==> src/sv/cfm_pkg.sv <==
package cfm_pkg;

    // Field widths of the stream payloads
    localparam int CAPTURE_W = 16;
    localparam int PERIOD_W  = 16;
    localparam int FREQ_W    = 32;
    localparam int S_DATA_W  = CAPTURE_W;
    localparam int M_DATA_W  = PERIOD_W + FREQ_W;

    // Configuration port
    localparam int CFG_DATA_W = 32;
    localparam int CFG_ADDR_W = 3;
    localparam int CFG_IDX_W  = CFG_ADDR_W - 2;
    localparam logic [CFG_IDX_W-1:0] REG_IDX_CLOCK_HZ = CFG_IDX_W'(0);
    localparam logic [CFG_DATA_W-1:0] CLOCK_HZ_RESET  = 32'd168000000;

    // Counter width default and divider length
    localparam int COUNTER_BITS_DEFAULT = 16;
    localparam int DIV_STEPS  = FREQ_W;
    localparam int STEP_CNT_W = $clog2(DIV_STEPS);

    typedef enum logic [1:0] {
        ST_IDLE,
        ST_DIV,
        ST_HOLD
    } cfm_state_t;

    // Controller to datapath
    typedef struct packed {
        logic load_first;
        logic start;
        logic step;
        logic load_out;
    } cfm_cmd_t;

    // Datapath to controller
    typedef struct packed {
        logic zero_period;
        logic out_free;
    } cfm_status_t;

endpackage

==> src/sv/cfm_ctrl.sv <==
module cfm_ctrl (
    input  logic                 aclk,
    input  logic                 aresetn,
    input  logic                 s_axis_tvalid,
    output logic                 s_axis_tready,
    input  cfm_pkg::cfm_status_t status,
    output cfm_pkg::cfm_cmd_t    cmd
);
    import cfm_pkg::*;

    cfm_state_t            state_reg, state_next;
    logic                  pending_reg, pending_next;
    logic [STEP_CNT_W-1:0] cnt_reg, cnt_next;

    always_ff @(posedge aclk) begin
        if (!aresetn) begin
            state_reg   <= ST_IDLE;
            pending_reg <= 1'b0;
            cnt_reg     <= '0;
        end else begin
            state_reg   <= state_next;
            pending_reg <= pending_next;
            cnt_reg     <= cnt_next;
        end
    end

    always_comb begin
        state_next    = state_reg;
        pending_next  = pending_reg;
        cnt_next      = cnt_reg;
        cmd           = '0;
        s_axis_tready = 1'b0;
        unique case (state_reg)
            ST_IDLE: begin
                s_axis_tready = 1'b1;
                if (s_axis_tvalid) begin
                    if (!pending_reg) begin
                        cmd.load_first = 1'b1;
                        pending_next   = 1'b1;
                    end else begin
                        cmd.start    = 1'b1;
                        pending_next = 1'b0;
                        cnt_next     = '0;
                        // skip the divider when the captures match
                        state_next   = status.zero_period ? ST_HOLD : ST_DIV;
                    end
                end
            end
            ST_DIV: begin
                cmd.step = 1'b1;
                cnt_next = cnt_reg + STEP_CNT_W'(1);
                if (cnt_reg == STEP_CNT_W'(DIV_STEPS - 1)) begin
                    state_next = ST_HOLD;
                end
            end
            ST_HOLD: begin
                if (status.out_free) begin
                    cmd.load_out = 1'b1;
                    state_next   = ST_IDLE;
                end
            end
            default: begin
                state_next = ST_IDLE;
            end
        endcase
    end

endmodule

==> src/sv/cfm_datapath.sv <==
module cfm_datapath #(
    parameter int COUNTER_BITS = cfm_pkg::COUNTER_BITS_DEFAULT
) (
    input  logic                            aclk,
    input  logic                            aresetn,
    input  logic [cfm_pkg::S_DATA_W-1:0]    s_axis_tdata,
    input  logic [cfm_pkg::CFG_DATA_W-1:0]  clock_hz,
    input  cfm_pkg::cfm_cmd_t               cmd,
    output cfm_pkg::cfm_status_t            status,
    output logic                            m_axis_tvalid,
    input  logic                            m_axis_tready,
    output logic [cfm_pkg::M_DATA_W-1:0]    m_axis_tdata,
    output logic                            m_axis_tuser
);
    import cfm_pkg::*;

    localparam int SMP_W = (COUNTER_BITS < CAPTURE_W) ? COUNTER_BITS : CAPTURE_W;
    localparam int EXT_W = (COUNTER_BITS > PERIOD_W) ? COUNTER_BITS : PERIOD_W;

    logic [SMP_W-1:0]        first_reg;
    logic [COUNTER_BITS-1:0] divisor_reg;
    logic [COUNTER_BITS-1:0] rem_reg;
    logic [FREQ_W-1:0]       quo_reg;
    logic                    zero_reg;
    logic [PERIOD_W-1:0]     period_reg;
    logic                    out_valid_reg;
    logic [M_DATA_W-1:0]     out_data_reg;
    logic                    out_zero_reg;

    logic [SMP_W-1:0]        sample;
    logic [COUNTER_BITS-1:0] period_full;
    logic [EXT_W-1:0]        period_ext;
    logic [COUNTER_BITS:0]   shifted;
    logic [COUNTER_BITS:0]   diff;
    logic                    fits;

    assign sample      = s_axis_tdata[SMP_W-1:0];
    assign period_full = COUNTER_BITS'(sample) - COUNTER_BITS'(first_reg);
    assign period_ext  = EXT_W'(period_full);

    // one restoring step: shift in the next dividend bit, subtract when it fits
    assign shifted = {rem_reg, quo_reg[FREQ_W-1]};
    assign diff    = shifted - {1'b0, divisor_reg};
    assign fits    = !diff[COUNTER_BITS];

    assign status.zero_period = (period_full == '0);
    assign status.out_free    = !out_valid_reg || m_axis_tready;

    always_ff @(posedge aclk) begin
        if (!aresetn) begin
            first_reg <= '0;
        end else if (cmd.load_first) begin
            first_reg <= sample;
        end
    end

    always_ff @(posedge aclk) begin
        if (cmd.start) begin
            divisor_reg <= period_full;
            rem_reg     <= '0;
            quo_reg     <= clock_hz;
            zero_reg    <= (period_full == '0);
            period_reg  <= period_ext[PERIOD_W-1:0];
        end else if (cmd.step) begin
            rem_reg <= fits ? diff[COUNTER_BITS-1:0] : shifted[COUNTER_BITS-1:0];
            quo_reg <= {quo_reg[FREQ_W-2:0], fits};
        end
    end

    always_ff @(posedge aclk) begin
        if (!aresetn) begin
            out_valid_reg <= 1'b0;
        end else if (cmd.load_out) begin
            out_valid_reg <= 1'b1;
        end else if (m_axis_tready) begin
            out_valid_reg <= 1'b0;
        end
    end

    always_ff @(posedge aclk) begin
        if (cmd.load_out) begin
            out_data_reg <= {(zero_reg ? {FREQ_W{1'b0}} : quo_reg), period_reg};
            out_zero_reg <= zero_reg;
        end
    end

    assign m_axis_tvalid = out_valid_reg;
    assign m_axis_tdata  = out_data_reg;
    assign m_axis_tuser  = out_zero_reg;

endmodule

==> src/sv/capture_frequency_meter_unit.sv <==
// Channel   Direction  Payload
// s_axis    in         tdata[15:0] captured_count
// m_axis    out        tdata[15:0] period_ticks, tdata[47:16] frequency_hz,
//                      tuser[0] zero_period
// apb       in/out     register 0 at byte 0: clock_hz (32 bits)
//
// A first capture of a pair gives no result.
// A second capture reaches the output register in three steps: the period is latched,
// the restoring divider runs (one quotient bit a cycle), and the result is loaded once the output register is free.
// Equal captures bypass the divider and go straight to the load step.
// Reset is synchronous on aresetn low; clock_hz returns to 168000000.
// A stalled result holds in the output register; further captures are taken
// while it waits, until the next finished result needs that register.
module capture_frequency_meter_unit #(
    parameter int COUNTER_BITS = cfm_pkg::COUNTER_BITS_DEFAULT
) (
    input  logic                            aclk,
    input  logic                            aresetn,
    // captured stream
    input  logic                            s_axis_tvalid,
    output logic                            s_axis_tready,
    input  logic [cfm_pkg::S_DATA_W-1:0]    s_axis_tdata,   // [15:0] captured_count
    // result stream
    output logic                            m_axis_tvalid,
    input  logic                            m_axis_tready,
    output logic [cfm_pkg::M_DATA_W-1:0]    m_axis_tdata,   // [15:0] period_ticks,
                                                            // [47:16] frequency_hz
    output logic                            m_axis_tuser,   // [0] zero_period
    // configuration
    input  logic                            psel,
    input  logic                            penable,
    input  logic                            pwrite,
    input  logic [cfm_pkg::CFG_ADDR_W-1:0]  paddr,
    input  logic [cfm_pkg::CFG_DATA_W-1:0]  pwdata,
    output logic [cfm_pkg::CFG_DATA_W-1:0]  prdata,
    output logic                            pready
);
    import cfm_pkg::*;

    logic [CFG_DATA_W-1:0] clock_hz_reg;
    logic [CFG_IDX_W-1:0]  reg_idx;
    logic                  cfg_write;
    cfm_cmd_t              cmd;
    cfm_status_t           status;

    // Registers sit on 32-bit word boundaries; decode the word index only
    assign reg_idx   = paddr[CFG_ADDR_W-1:2];
    assign pready    = 1'b1;
    assign cfg_write = psel && penable && pwrite;

    // Drop writes to unmapped words
    always_ff @(posedge aclk) begin
        if (!aresetn) begin
            clock_hz_reg <= CLOCK_HZ_RESET;
        end else if (cfg_write && (reg_idx == REG_IDX_CLOCK_HZ)) begin
            clock_hz_reg <= pwdata;
        end
    end

    assign prdata = (reg_idx == REG_IDX_CLOCK_HZ) ? clock_hz_reg : '0;

    // Sequencing: capture pairing, divider iteration count, output hand-off
    cfm_ctrl u_ctrl (
        .aclk          (aclk),
        .aresetn       (aresetn),
        .s_axis_tvalid (s_axis_tvalid),
        .s_axis_tready (s_axis_tready),
        .status        (status),
        .cmd           (cmd)
    );

    // Period subtractor, single divider and output register
    cfm_datapath #(
        .COUNTER_BITS (COUNTER_BITS)
    ) u_datapath (
        .aclk          (aclk),
        .aresetn       (aresetn),
        .s_axis_tdata  (s_axis_tdata),
        .clock_hz      (clock_hz_reg),
        .cmd           (cmd),
        .status        (status),
        .m_axis_tvalid (m_axis_tvalid),
        .m_axis_tready (m_axis_tready),
        .m_axis_tdata  (m_axis_tdata),
        .m_axis_tuser  (m_axis_tuser)
    );

    // A result may only be loaded into a free or draining output register
    a_load_free: assert property (@(posedge aclk) disable iff (!aresetn)
        cmd.load_out |-> (!m_axis_tvalid || m_axis_tready))
        else $error("result loaded over a waiting transaction");

    // No capture is taken while the divider iterates
    a_no_accept_div: assert property (@(posedge aclk) disable iff (!aresetn)
        cmd.step |-> !s_axis_tready)
        else $error("capture accepted during division");

    // A zero period reports zero frequency
    a_zero_freq: assert property (@(posedge aclk) disable iff (!aresetn)
        (m_axis_tvalid && m_axis_tuser) |-> (m_axis_tdata[M_DATA_W-1:PERIOD_W] == '0))
        else $error("zero period with non-zero frequency");

    // A load follows a division or a zero-period start, never an idle cycle
    a_load_after_work: assert property (@(posedge aclk) disable iff (!aresetn)
        cmd.load_out |-> !s_axis_tready)
        else $error("result loaded while idle");

endmodule

==> config.mk <==
export PLATFORM = sky130hd
export DESIGN_NAME = capture_frequency_meter_unit
export DESIGN_NICKNAME = d
export VERILOG_FILES = /design/src/sv/cfm_pkg.sv /design/src/sv/cfm_ctrl.sv /design/src/sv/cfm_datapath.sv /design/src/sv/capture_frequency_meter_unit.sv
export SDC_FILE = /design/constraint.sdc
export NUM_CORES = 1
export LEC_CHECK = 0
export BUFFER_PORTS_ARGS = -buffer_cell sky130_fd_sc_hd__buf_4
export CAP_MARGIN = 0
export CORE_UTILIZATION = 50
export DETAILED_ROUTE_END_ITERATION = 16
export PLACE_DENSITY_LB_ADDON = 0.08
export SYNTH_ARGS = -nofsm -noshare
export SYNTH_HDL_FRONTEND = slang
export SYNTH_SLANG_ARGS = --single-unit
export TNS_END_PERCENT = 50
==> constraint.sdc <==
create_clock -name aclk -period 4.08 [get_ports aclk]
set_input_delay 1.02 -clock aclk [delete_from_list [all_inputs] [get_ports aclk]]
set_output_delay 1.02 -clock aclk [all_outputs]
set_load 0.02 [all_outputs]
# ---- After elaboration in Yosys (flattened, before gate mapping)
# Cells that the tools add are included.
dict set report totals {
  ff_bits 171
  latch_bits 0
  ramBits 0
  rom_bits 0
  input_bits 58
  out_inout_bits 84
  mem_count 0
}
dict set report classes {
  add_sub_neg 3
  multipliers 0
  div 0
  magnitude_cmp 0
  eq_ne 7
  n_shift 0
  muxes 23
  bitwise 1
  reduce_logical 14
}
# operator count
set op_table {}
lappend op_table {{two-way mux 32 bit} 3}
lappend op_table {{subtractor 17 x 16 -> 17 bit} 1}
lappend op_table {{logical NOT 16 bit} 1}
lappend op_table {{two-way mux 16 bit} 1}
lappend op_table {{subtractor 16 bit} 1}
lappend op_table {{two-way mux 2 bit} 7}
lappend op_table {{two-way mux 5 bit} 2}
lappend op_table {{case mux 5 bit (2 select lines)} 1}
lappend op_table {{two-way mux 1 bit} 8}
lappend op_table {{case mux 2 bit (3 select lines)} 1}
lappend op_table {{nonzero test 2 bit} 3}
lappend op_table {{adder 5 x 1 -> 5 bit (second input constant)} 1}
lappend op_table {{equality test 5 bit (second input constant)} 1}
lappend op_table {{inequality test 2 x 1 -> 1 bit (second input constant)} 2}
lappend op_table {{inequality test 2 bit (second input constant)} 2}
lappend op_table {{AND reduction 4 bit} 1}
lappend op_table {{logical AND 1 bit} 3}
lappend op_table {{AND reduction 3 bit} 1}
lappend op_table {{equality test 2 x 1 -> 1 bit (second input constant)} 1}
lappend op_table {{equality test 2 bit (second input constant)} 1}
lappend op_table {{logical NOT 1 bit} 2}
lappend op_table {{logical NOT 2 bit} 1}
lappend op_table {{AND reduction 2 bit} 1}
lappend op_table {{logical OR 1 bit} 1}
lappend op_table {{NOT 1 bit} 1}

# ---- Longest topological paths before layout
# Gate-level depths: netlist of run 1.
dict set report logic_depth {
  depth_word 6
  mapped_depth 12
  ltp_nobuf 11
}

# ---- Modules after synthesis
# Synthesis of run 1 repeated with hierarchy kept, for this count alone.
dict set report unflattened {
  cells_unflattened 761
  area_unflattened_um2 8504.4
}
# mod n_inst cells_per_inst area_each_um2 seq_area_each_um2
set modules_own_cells {}
lappend modules_own_cells {cfm_datapath 1 535 6475.0 3603.5}
lappend modules_own_cells {capture_frequency_meter_unit 1 177 1582.8 640.6}
lappend modules_own_cells {cfm_ctrl 1 49 446.7 160.2}

# ---- Worst setup path before layout of run 1
# OpenSTA, ideal clock, no wires.
dict set report synth_timing {
  kind {input to register}
  start {in m_axis_tready}
  end {reg u_datapath.out_data_reg[0] (netlist: u_datapath.m_axis_tdata[0]) (enable)}
  setup_time_ns 0.462
  t_arrival_ns 3.349
  setup_slack_ns 0.270
  stages 2
  n_path_buf 0
  path_cell_list {nand2b_1 -> nor2b_1}
}
# item line_no
set synth_lines {}
lappend synth_lines {{from (decl)} capture_frequency_meter_unit.sv:25} ;# input logic m_axis_tready,
lappend synth_lines {{to (signal assigned)} cfm_datapath.sv:82} ;# out_data_reg <= {(zero_reg ? {FREQ_W{1'b0}} : quo_reg), period_reg};
lappend synth_lines {{to (decl)} cfm_datapath.sv:27} ;# logic [M_DATA_W-1:0] out_data_reg;

# ---- Worst setup path after layout of run 1
dict set report layout_timing {
  start {in s_axis_tdata[3] (netlist bit)}
  end {reg u_ctrl.state_reg[1]}
}
dict set report layout_via {
  elab_chain_len 6
}
# item line_no
set layout_lines {}
lappend layout_lines {{from (decl)} capture_frequency_meter_unit.sv:22} ;# input logic [cfm_pkg::S_DATA_W-1:0] s_axis_tdata,
lappend layout_lines {{subtractor 16 bit} cfm_datapath.sv:38} ;# assign period_full = COUNTER_BITS'(sample) - COUNTER_BITS'(first_reg);
lappend layout_lines {{logical NOT 16 bit} cfm_datapath.sv:46} ;# assign status.zero_period = (period_full == '0);
lappend layout_lines {{two-way mux 2 bit} cfm_ctrl.sv:45} ;# state_next = status.zero_period ? ST_HOLD : ST_DIV;
lappend layout_lines {{two-way mux 2 bit} cfm_ctrl.sv:37} ;# if (!pending_reg) begin
lappend layout_lines {{two-way mux 2 bit} cfm_ctrl.sv:36} ;# if (s_axis_tvalid) begin
lappend layout_lines {{case mux 2 bit (3 select lines)} cfm_ctrl.sv:33} ;# unique case (state_reg)
lappend layout_lines {{to (signal assigned)} cfm_ctrl.sv:21} ;# state_reg <= state_next;
lappend layout_lines {{to (decl)} cfm_ctrl.sv:11} ;# cfm_state_t state_reg, state_next;
# Every way passes these cells. The select of a mux whose other input is x is not followed.
# A chain may end at the register's enable or synchronous reset.

==> summary.txt, run 1 <==
Outcome
  – Status: completed

Clock network
  – Clk slew on worst S/H paths: 70 ps
  – CTS Hold Bufs: 0
  – CTS Buffer Depth: 2
  – H-tree depth: 4
  – Postcts setup bufs: 0
  – Clock sink count: 171
  – Num CTS Buffers: 17
  – Root buffer cell: clkbuf_16
  – Worst skew pair latency: 440 ps
  – # resized after CTS: 0
  – CTS tree: built

Layout
  – Final core utilization: 62.0%
  – Footprint of the multi-input gates: 3670 um2
  – Largest register FFs: 48
  – Diodes inserted: 0
  – Synth-to-Final Area Change: 21.7%
  – Fillers: 1,448
  – Nets: 1,096
  – Register area: 4400 um2
  – Fraction of layout cells with a size suffix above 1: 18.2%

Global route
  – Initial antenna violation count: 0
  – Largest net degree at the start of global routing: 58
  – First-pass GRT wire length: 28,800 um
  – Vias in the first global route: 5,793
  – Congestion Overflow GR: 0
  – Overall Global Routing Usage: 21.0%

Setup path
  – CP max-delay cell: or4_1
  – Crit-path max FO: 5
  – CP Capture Type: flip-flop
  – Launch point of the worst path: s_axis_tdata[3]
  – Reg-to-reg endpoint: u_datapath.rem_reg[8]
  – Critical path launch point type: input port
  – Critical path type: in2reg
  – Flop2flop setup slack: 900 ps
  – WP depth: 10
  – Cell Chain, Critical Path: buf_4 -> ha_1 -> a21oi_1 -> and2b_2 -> o41a_1 -> or4_1 -> and4b_4 -> o211ai_1 -> and4b_1 -> a41o_1
  – CP required: 4400 ps
  – CP Buf/Inv Count: 1
  – Worst R2R Start: u_datapath.quo_reg[31]
  – Slowest stage delay, CP: 480 ps
  – Crit path DAT: 3520 ps
  – Worst R2R Path Depth: 12
  – CP top delay family: simple AND/OR/NAND/NOR gates
  – Worst Setup EP: u_ctrl.state_reg[1]

Timing
  – Worst Tran Pin Value: 1070 ps
  – Fin Setup TNS: 0 ps
  – Rel. slew slack: 28.1%
  – RSZ-0062 raised after global routing: false
  – Setup Viol. Count Final: 0
  – Max frequency: 313 MHz
  – Clock skew: 11.7 ps
  – Max Slew Vio Count: 0
  – Final min period: 3190 ps
  – Hold Violations, Final: 0
  – Final period utilization: 78.2%

Floorplan
  – Die W: 132 um
  – Die Y: 132 um
  – Initial core utilization: 50.9%
  – Rows: 47
  – Num ports: 142
  – Die ar.: 17,400 um2
  – Core area: 16,500 um2

Placed design
  – RD Place Congestion: 0.801
  – Final HPWL DP: 12,200 um
  – Port bufs: 138

Synthesis
  – FF+latch count, synth: 171
  – Sequential area share after synthesis: 52.3%
  – Syn. warnings: 0
  – Async S/R FF share, synth: 0%
  – Netlist Area Pre-Place: 8410 um2
  – EDFF count, synth: 98
  – Area contributors post-synth: edfxtp_1, dfxtp_1, nand2_1
  – Top_reg_cell synth: edfxtp_1
  – Synth area leader: edfxtp_1
  – Synth top area share: 35.0%
  – Net Count, Synth: 968
  – Netlist cell types: 61
  – Post-Syn Instances: 875
  – Post-Syn Area per Cell: 9.62 um2

Routing
  – Final wirelength: 17,600 um
  – Drc violations: 0
  – DR vias/cell: 5.10
  – First-pass DRT Iterations: 4
  – Avg WL per Cell: 14.2 um
  – Via count: 6,304
  – Detailed router's first-iteration violation count: 359
  – Post-route ant nets: 0

Power and ir drop
  – PwrDens: 475 nW/um2
  – Worst ir drop on vdd: 0.334 mV
  – Leakage power: 0.00424 uW

Run
  – Number of max-cap violations: 0

Worst hold path
  – Worst min-delay path class: reg2reg
-- metrics by stage --
step | std cells | instance area [um2] | setup WS, ps | hold slack (ps) | power, uW
after floorplan | 875 | 8410 | 270 | 426 | 3040
after global placement | 1204 | 9660 | 469 | 436 | 3310
after detailed placement | 1204 | 9660 | 447 | 437 | 3330
after CTS | 1236 | 10200 | 828 | 455 | 4890
after global routing | 1236 | 10200 | 636 | 463 | 5130
final | 1236 | 10200 | 889 | 455 | 4860
-- placed cells by master, fill, tap and decap left out, drive strengths merged, types with 3 or more instances in the layout --
| cell type | n |
|---|---|
| a211oi | 6 |
| a21boi | 46 |
| a21o | 4 |
| a21oi | 21 |
| a31oi | 4 |
| and2 | 3 |
| and3 | 5 |
| and4 | 3 |
| and4b | 3 |
| buf | 149 |
| clkbuf | 18 |
| clkinv | 8 |
| dfxtp | 73 |
| edfxtp | 98 |
| ha | 33 |
| inv | 53 |
| mux2i | 14 |
| nand2 | 223 |
| nand2b | 9 |
| nand3 | 23 |
| nor2 | 26 |
| nor2b | 72 |
| nor3 | 9 |
| nor4 | 5 |
| o211ai | 4 |
| o21a | 11 |
| o21ai | 25 |
| or3 | 4 |
| or4 | 3 |
| xnor2 | 13 |
| xor2 | 8 |
-- layer usage --
layer  part of all wire, %  vias up  wire, um  GRT usage, %
met4                   1.5        0       256          7.17
met1                    49     2911      8680          29.3
met2                    46      118      8040          32.9
li1                      -     3256         -             -
met3                   3.5       19       619          3.94
met5                     0        -         0             0
-- layout make-up --
| class | instances | area share, % |
|---|---|---|
| Sequential cell | 171 | 43.0 |
| Multi-Input combinational cell | 615 | 35.9 |
| Timing Repair Buffer | 149 | 10.9 |
| Clock buffer | 18 | 4.19 |
| Tap cell | 220 | 2.69 |
| Inverter | 49 | 1.80 |
| Clock inverter | 14 | 1.52 |
-- cell usage after synthesis, drive strengths merged, types with 4 or more instances --
cell type and number:
nand2 223, edfxtp 98, dfxtp 73, nor2b 72, inv 48, a21boi 46
clkbuf 33, ha 33, nor2 26, o21ai 25, nand3 23, a21oi 21
mux2i 14, xnor2 13, o21a 11, nand2b 9, nor3 9, xor2 8
buf 7, a211oi 6, and3 5, nor4 5, a21o 4, a31oi 4
o211ai 4, or3 4
-- power breakdown --
group          leakage [uW]  internal, uW  switching (uW)
Clock              0.000278           818             757
Combinational       0.00247           560             683
Sequential          0.00149          1960            80.7
-- cells by family after synthesis --
family | count (synthesis) | share of synthesized area (%)
AND/OR/NAND/NOR | 400 | 22.4
flip-flops | 171 | 52.3
AO/OA/AOI/OAI | 144 | 11.9
buffers and inverters | 89 | 4.09
adder cells (fa/ha/maj) | 35 | 5.38
XOR/XNOR | 21 | 2.19
multiplexers | 14 | 1.67
other | 1 | 0.0446
-- worst reg2reg max path: cells and delay by family (launching register included) --
family,cells,cell delay [ps]
AO/OA/AOI/OAI,5,1110
AND/OR/NAND/NOR,2,490
buffers and inverters,2,440
adder cells (fa/ha/maj),2,430
flip-flops,1,350
multiplexers,1,220
-- how the worst min path moves through the flow --
stage	from	to	slack [ps]	depth (start not counted)
after floorplan	u_datapath.divisor_reg[10]	u_datapath.m_axis_tdata[10]	430	0
after detailed placement	u_datapath.divisor_reg[12]	u_datapath.m_axis_tdata[12]	440	0
after global routing	u_datapath.divisor_reg[12]	u_datapath.m_axis_tdata[12]	460	0
after CTS	u_datapath.divisor_reg[12]	u_datapath.m_axis_tdata[12]	450	0
final	u_datapath.divisor_reg[12]	u_datapath.m_axis_tdata[12]	450	0
after global placement	u_datapath.divisor_reg[12]	u_datapath.m_axis_tdata[12]	440	0
Power figures use the tool's default switching activity.
==> run 2: changes to the inputs <==
--- a/config.mk
+++ b/config.mk
@@ -5,6 +5,7 @@
 export SDC_FILE = /design/constraint.sdc
 export NUM_CORES = 1
 export LEC_CHECK = 0
+export ABC_AREA = 1
 export BUFFER_PORTS_ARGS = -buffer_cell sky130_fd_sc_hd__buf_4
 export CAP_MARGIN = 0
 export CORE_UTILIZATION = 50
==> constraint.sdc (replaced) <==
create_clock -name aclk -period 2.7 [get_ports aclk]
set_input_delay 0.675 -clock aclk [delete_from_list [all_inputs] [get_ports aclk]]
set_output_delay 0.675 -clock aclk [all_outputs]
set_load 0.02 [all_outputs]
==> summary.txt, run 2 <==
Outcome
  – Status: completed

Run
  – Number of max-cap violations: 0 (unchanged)

Timing
  – Rel. slew slack: 52.6% (+24 points)
  – Setup ws final: 228 ps (-661 ps)
  – Clock skew: 7.37 ps (-4.32 ps)
  – Final period utilization: 91.6%
  – Hold Violations, Final: 0 (unchanged)
  – Max frequency: 405 MHz
  – Fin Setup TNS: 0 ps (unchanged)
  – Final min period: 2470 ps
  – Setup Viol. Count Final: 0 (unchanged)
  – Worst Tran Pin Value: 710 ps (-364 ps)
  – Max Slew Vio Count: 0 (unchanged)
  – RSZ-0062 raised after global routing: false

Synthesis
  – Area contributors post-synth: edfxtp_1, dfxtp_1, nand2_1
  – Netlist cell types: 43 (-30%)
  – Sequential area share after synthesis: 51.5% (-0.83 points)
  – Synth top area share: 34.4% (-0.56 points)
  – Synth Area in Compound Gates: 11.3% (-0.57 points)
  – Async S/R FF share, synth: 0% (unchanged)
  – Largest family of logic cells by synthesized area: simple AND/OR/NAND/NOR gates
  – EDFF count, synth: 98 (unchanged)
  – Top_reg_cell synth: edfxtp_1
  – Post-Synth XOR/XNOR Area: 1.95% (-0.24 points)
  – Simple-Gate Fraction of Synth Area: 19.5% (-2.9 points)
  – Most frequent cells after synthesis: nand2_1, inv_1, nor2_1
  – Post-Syn Instances: 1,017 (+16%)
  – Net Count, Synth: 1,110 (+15%)
  – Synth area leader: edfxtp_1
  – Syn. warnings: 0 (unchanged)
  – Netlist Area Pre-Place: 8550 um2 (+1.6%)
  – Post-Syn Area per Cell: 8.41 um2 (-13%)
  – Multiplexer area fraction after synthesis: 0% (-1.7 points)
  – Most common cell in the netlist: nand2_1
  – FF+latch count, synth: 171 (unchanged)
  – Synth Area in Adders: 5.30% (-0.086 points)

Setup path
  – Critical path type: reg2reg
  – Worst R2R Path Depth: 12 (unchanged)
  – Critical path launch point type: flip-flop
  – CP required: 3010 ps (-1390 ps)
  – Crit-path max FO: 17 (+12)
  – CP Capture Type: flip-flop
  – Crit path DAT: 2780 ps (-740 ps)

Layout
  – Cell Count, Final, Fillers Out: 1,386 (+12%)
  – Nets: 1,246 (+14%)
  – Post-Layout Inst Area: 10,400 um2 (+2.0%)
  – Fraction of layout cells with a size suffix above 1: 17.7% (-0.54 points)
  – Most frequent cells in the layout: nand2_1, inv_1, buf_4, nor2_1, edfxtp_1
  – Synth-to-Final Area Change: 22.2%
  – Largest register FFs: 48 (unchanged)
  – Diodes inserted: 0 (unchanged)
  – Most common cell after layout, fill and taps aside: nand2_1

Routing
  – Avg WL per Cell: 13.3 um (-6.6%)
  – Detailed router's first-iteration violation count: 331 (-7.8%)
  – DR vias/cell: 4.88 (-4.3%)
  – Drc violations: 0 (unchanged)
  – First-pass DRT Iterations: 4 (unchanged)
  – Post-route ant nets: 0 (unchanged)
  – Final wirelength: 18,400 um (+4.7%)
  – Via count: 6,762 (+7.3%)

Clock network
  – Clk slew on worst S/H paths: 70 ps (about the same)
  – CTS tree: built
  – Postcts setup bufs: 0 (unchanged)
  – Worst skew pair latency: 430 ps (about the same)
  – CTS Hold Bufs: 0 (unchanged)
  – H-tree depth: 4 (unchanged)
  – Clock sink count: 171 (unchanged)
  – Root buffer cell: clkbuf_16
  – CTS Buffer Depth: 2 (unchanged)
  – # resized after CTS: 0 (unchanged)
  – Num CTS Buffers: 17 (unchanged)

Power and ir drop
  – Worst ir drop on vdd: 0.486 mV (+46%)
  – Leakage power: 0.00477 uW (+13%)
  – PwrDens: 727 nW/um2 (+53%)
  – Pwr Total: 7600 uW (+56%)

Global route
  – Congestion Overflow GR: 0 (unchanged)
  – Vias in the first global route: 6,140 (+6.0%)
  – Initial antenna violation count: 0 (unchanged)
  – First-pass GRT wire length: 30,500 um (+5.9%)
  – Overall Global Routing Usage: 22.1% (+1.1 points)
  – Largest net degree at the start of global routing: 82 (+41%)

Floorplan
  – Rows: 47 (unchanged)
  – Num ports: 142 (unchanged)
  – Die ar.: 17,600 um2 (+1.6%)
  – Core area: 16,600 um2 (+0.71%)
  – Die Y: 133 um (+0.79%)
  – Initial core utilization: 51.4% (+0.46 points)
  – Die W: 133 um (+0.79%)

Placed design
  – Port bufs: 138 (unchanged)
  – Post-Place Setup Slack: -29.6 ps (-476 ps)
  – Final HPWL DP: 13,100 um (+7.4%)
  – RD Place Congestion: 0.888 (+11%)
  – Inst Count DP: 1,354 (+12%)
  – Placed inst area: 9850 um2 (+2.0%)

Worst hold path
  – Hold path depth: 0 (unchanged)
  – Worst min-delay path class: reg2reg
## run 2: cell types whose count changed in the layout (fill, tap and decap cells not counted), moves of 10 or more
cell	delta
mux2i_1	-14
nor2b_1	-70
nand2_1	-32
nand3_1	+33
inv_1	+141
a21boi_0	-46
o21ai_1	+12
o21a_1	-10
nor2_1	+77
a21oi_1	+43
o21ai_0	+53
## run 2: cell families (layout without fill, tap and decap cells)
kind of cell | Yosys count | in the layout
simple gates | 386 | 386
buf+inv | 228 | 377
compound gates | 177 | 177
flops | 171 | 171
fa+ha+maj | 35 | 35
xor+xnor | 19 | 19
other cells | 1 | 1
## run 2: worst paths after layout
| path | from | end | slack [ps] |
|---|---|---|---|
| max | u_datapath.divisor_reg[0] | u_datapath.rem_reg[5] | 230 |
| min | u_datapath.divisor_reg[11] | u_datapath.m_axis_tdata[11] | 440 |
| max reg2reg | u_datapath.divisor_reg[0] | u_datapath.rem_reg[5] | 230 |
| min reg2reg | u_datapath.divisor_reg[11] | u_datapath.m_axis_tdata[11] | 440 |
## run 2: cell type report
class	instances	area [um2]
fillers	1454	6190
flip-flops and latches	171	4400
multi-input cells	618	3280
repair buffers	152	1170
inverters	193	724
clock buffers	19	453
well taps	220	275
clock inverters	13	149
## run 2: metrics by stage
stage,utilization [%],hold slack (ps)
4_1_cts,62.8,445
5_1_grt,62.8,449
6_report,62.8,445
3_5_place_dp,59.2,432
2_1_floorplan,-,426
3_3_place_gp,59.2,432
## run 2: layer usage
metal	track usage, %	wire, um
met5	0	0
met4	6.19	146
met3	4.56	748
met2	34.2	8590
met1	31.3	8940
## run 2: critical path: stages (launching register included)
cell      delay [ps]
edfxtp_1         400
ha_1             230
fa_1             420
o21ai_2          240
a21oi_4          100
o21ai_4          210
nand3_4          110
nand2_2           90
nand2_4          130
nand2_8          180
nand2_1           80
nand3_1           60
o21ai_0           80
## run 2: power by group
part           switching, uW  total, uW  internal (uW)
logic                   1270       2020            753
clock network           1100       2470           1360
registers                105       3110           3010
==> run 3: changes to the inputs <==
--- a/config.mk
+++ b/config.mk
@@ -8,8 +8,11 @@
 export ABC_AREA = 1
 export BUFFER_PORTS_ARGS = -buffer_cell sky130_fd_sc_hd__buf_4
 export CAP_MARGIN = 0
-export CORE_UTILIZATION = 50
+export CELL_PAD_IN_SITES_DETAIL_PLACEMENT = 0
+export CELL_PAD_IN_SITES_GLOBAL_PLACEMENT = 2
+export CORE_UTILIZATION = 30
 export DETAILED_ROUTE_END_ITERATION = 16
+export GPL_TIMING_DRIVEN = 0
 export PLACE_DENSITY_LB_ADDON = 0.08
 export SYNTH_ARGS = -nofsm -noshare
 export SYNTH_HDL_FRONTEND = slang
==> summary.txt, run 3 (same netlist as run 2, synthesis figures left out) <==
Timing
  – Final period utilization: 92.8% (+1.3 points)
  – Max frequency: 399 MHz (-1.4%)
  – Hold Slack: 440 ps (-4.66 ps)
  – Max Slew Vio Count: 0 (unchanged)
  – Rel. slew slack: 55.1% (+2.5 points)
  – Setup Viol. Count Final: 0 (unchanged)
  – Fin Setup TNS: 0 ps (unchanged)
  – Setup ws final: 193 ps (-34.4 ps)
  – RSZ-0062 raised after global routing: false
  – Final min period: 2510 ps (+34.4 ps)
  – Worst Tran Pin Value: 673 ps (-36.9 ps)
  – Clock skew: 18.5 ps (+11.1 ps)
  – Hold Violations, Final: 0 (unchanged)

Setup path
  – Critical path type: reg2reg
  – Crit path DAT: 2690 ps (-90 ps)
  – Reg-to-reg endpoint: u_datapath.quo_reg[0]
  – CP Capture Type: flip-flop
  – CP required: 2880 ps (-130 ps)
  – Flop2flop setup slack: 190 ps (-30 ps)
  – Critical path launch point type: flip-flop
  – Crit-path max FO: 10 (-7)
  – Worst R2R Path Depth: 11 (-1)
  – Worst R2R Start: u_datapath.divisor_reg[0]

Floorplan
  – Core area: 27,900 um2 (+68%)
  – Initial core utilization: 30.6% (-21 points)
  – Die W: 171 um (+29%)
  – Die Y: 171 um (+29%)
  – Num ports: 142 (unchanged)
  – Die ar.: 29,200 um2 (+66%)
  – Rows: 61 (+30%)

Layout
  – Nets: 1,270 (+1.9%)
  – Largest register FFs: 48 (unchanged)
  – Most frequent cells in the layout: nand2_1, inv_1, buf_4, nor2_1, edfxtp_1
  – Diodes inserted: 0 (unchanged)
  – Fraction of layout cells with a size suffix above 1: 17.0% (-0.69 points)
  – Register area: 4400 um2 (unchanged)
  – Footprint of the multi-input gates: 3270 um2 (-0.23%)
  – Synth-to-Final Area Change: 26.3%
  – Cell Count, Final, Fillers Out: 1,568 (+13%)
  – Most common cell after layout, fill and taps aside: nand2_1
  – Fillers: 2,978 (+100%)

Worst hold path
  – Hold path depth: 3 (+3)
  – HP Start: pwdata[14]
  – Worst min-delay path class: in2reg
  – Worst hold endpoint: clock_hz_reg[14]

Routing
  – Final wirelength: 23,400 um (+27%)
  – DR vias/cell: 4.34 (-11%)
  – Drc violations: 0 (unchanged)
  – First-pass DRT Iterations: 4 (unchanged)
  – Post-route ant nets: 0 (unchanged)
  – Detailed router's first-iteration violation count: 370 (+12%)
  – Via count: 6,810 (+0.71%)
  – Avg WL per Cell: 14.9 um (+12%)

Outcome
  – Status: completed

Placed design
  – Inst Count DP: 1,536 (+13%)
  – Post-Place Setup Slack: -490 ps (-460 ps)
  – Port bufs: 137 (-0.72%)
  – Final HPWL DP: 17,800 um (+36%)
  – RD Place Congestion: 0.832 (-6.3%)

Clock network
  – CTS Buffer Depth: 2 (unchanged)
  – Num CTS Buffers: 17 (unchanged)
  – CTS tree: built
  – H-tree depth: 4 (unchanged)
  – CTS Hold Bufs: 0 (unchanged)
  – Worst skew pair latency: 440 ps (about the same)
  – Clock sink count: 171 (unchanged)
  – Clk slew on worst S/H paths: 90 ps (+20 ps)
  – Root buffer cell: clkbuf_16

Global route
  – Met2 GRT Util: 26.8% (-7.4 points)
  – Largest net degree at the start of global routing: 33 (-60%)
  – First-pass GRT wire length: 36,700 um (+20%)
  – M3 GR Usage: 2.50% (-2.1 points)
  – Congestion Overflow GR: 0 (unchanged)
  – Initial antenna violation count: 0 (unchanged)
  – Vias in the first global route: 6,684 (+8.9%)
  – Overall Global Routing Usage: 16.7% (-5.4 points)
  – GR Layer Usage met1: 23.1% (-8.2 points)
  – GRT busiest layer: met2

Power and ir drop
  – PwrDens: 730 nW/um2 (+0.30%)
  – Leakage power: 0.00482 uW (+1.1%)
  – Worst ir drop on vdd: 0.408 mV (-16%)

Run
  – Number of max-cap violations: 0 (unchanged)
[run 3: final cells by class]
cell class                 instances  area share [%]
sequential                       171            40.8
multi-input combinational        618            30.3
tap                              378            4.38
inverter                         193            6.71
clock buffer                      18            4.17
buffer                            35            1.55
clock inverter                    14            1.69
timing repair buffer             141            10.5
[run 3: power by group]
group / internal, uW / switching [uW] / total [uW]
registers: 3000 / 105 / 3110
logic: 807 / 1340 / 2150
clock network: 1330 / 1300 / 2630
total: 5140 / 2740 / 7880
[run 3: per-stage QoR]
stage          utilization, %  total power (uW)  area (um2)
2_1_floorplan               -              4760        8560
3_3_place_gp             36.0              5350       10100
3_5_place_dp             36.4              5340       10200
4_1_cts                  38.7              7990       10800
5_1_grt                  38.7              8390       10800
6_report                 38.7              7880       10800
[run 3: worst max path at each step]
stage                               from                endpoint  slack [ps]  depth (start not counted)
6_report       u_datapath.divisor_reg[0]   u_datapath.quo_reg[0]         190                         11
3_5_place_dp               s_axis_tvalid  u_datapath.quo_reg[26]        -490                          6
2_1_floorplan        u_ctrl.state_reg[0]   u_datapath.quo_reg[0]          50                          6
4_1_cts        u_datapath.divisor_reg[0]   u_datapath.quo_reg[0]         160                         11
5_1_grt                  s_axis_tdata[0]     u_ctrl.state_reg[0]         0.7                         18
3_3_place_gp               s_axis_tvalid   u_datapath.quo_reg[6]        -970                          6
[run 3: worst max-delay path: stages (launching register included)]
cell	delay [ps]
edfxtp_1	420
ha_1	230
fa_1	420
o21ai_2	260
a21oi_4	110
o21ai_4	200
nand3_4	110
nand3_4	150
nand2_8	90
buf_12	160
nand2_1	50
o21ai_1	60
[run 3: routing by layer]
metal	wire length, um	part of all wire, %
met5	0	0
met4	234	1.0
met3	675	2.9
met2	10700	46
met1	11700	50
[run 3: repair_timing]
| item | 4_1_cts | 5_1_grt |
|---|---|---|
| resized for setup | 1 | 0 |
| setup buffers | 0 | 0 |
| endpoints found under the setup margin | 26 | 0 |
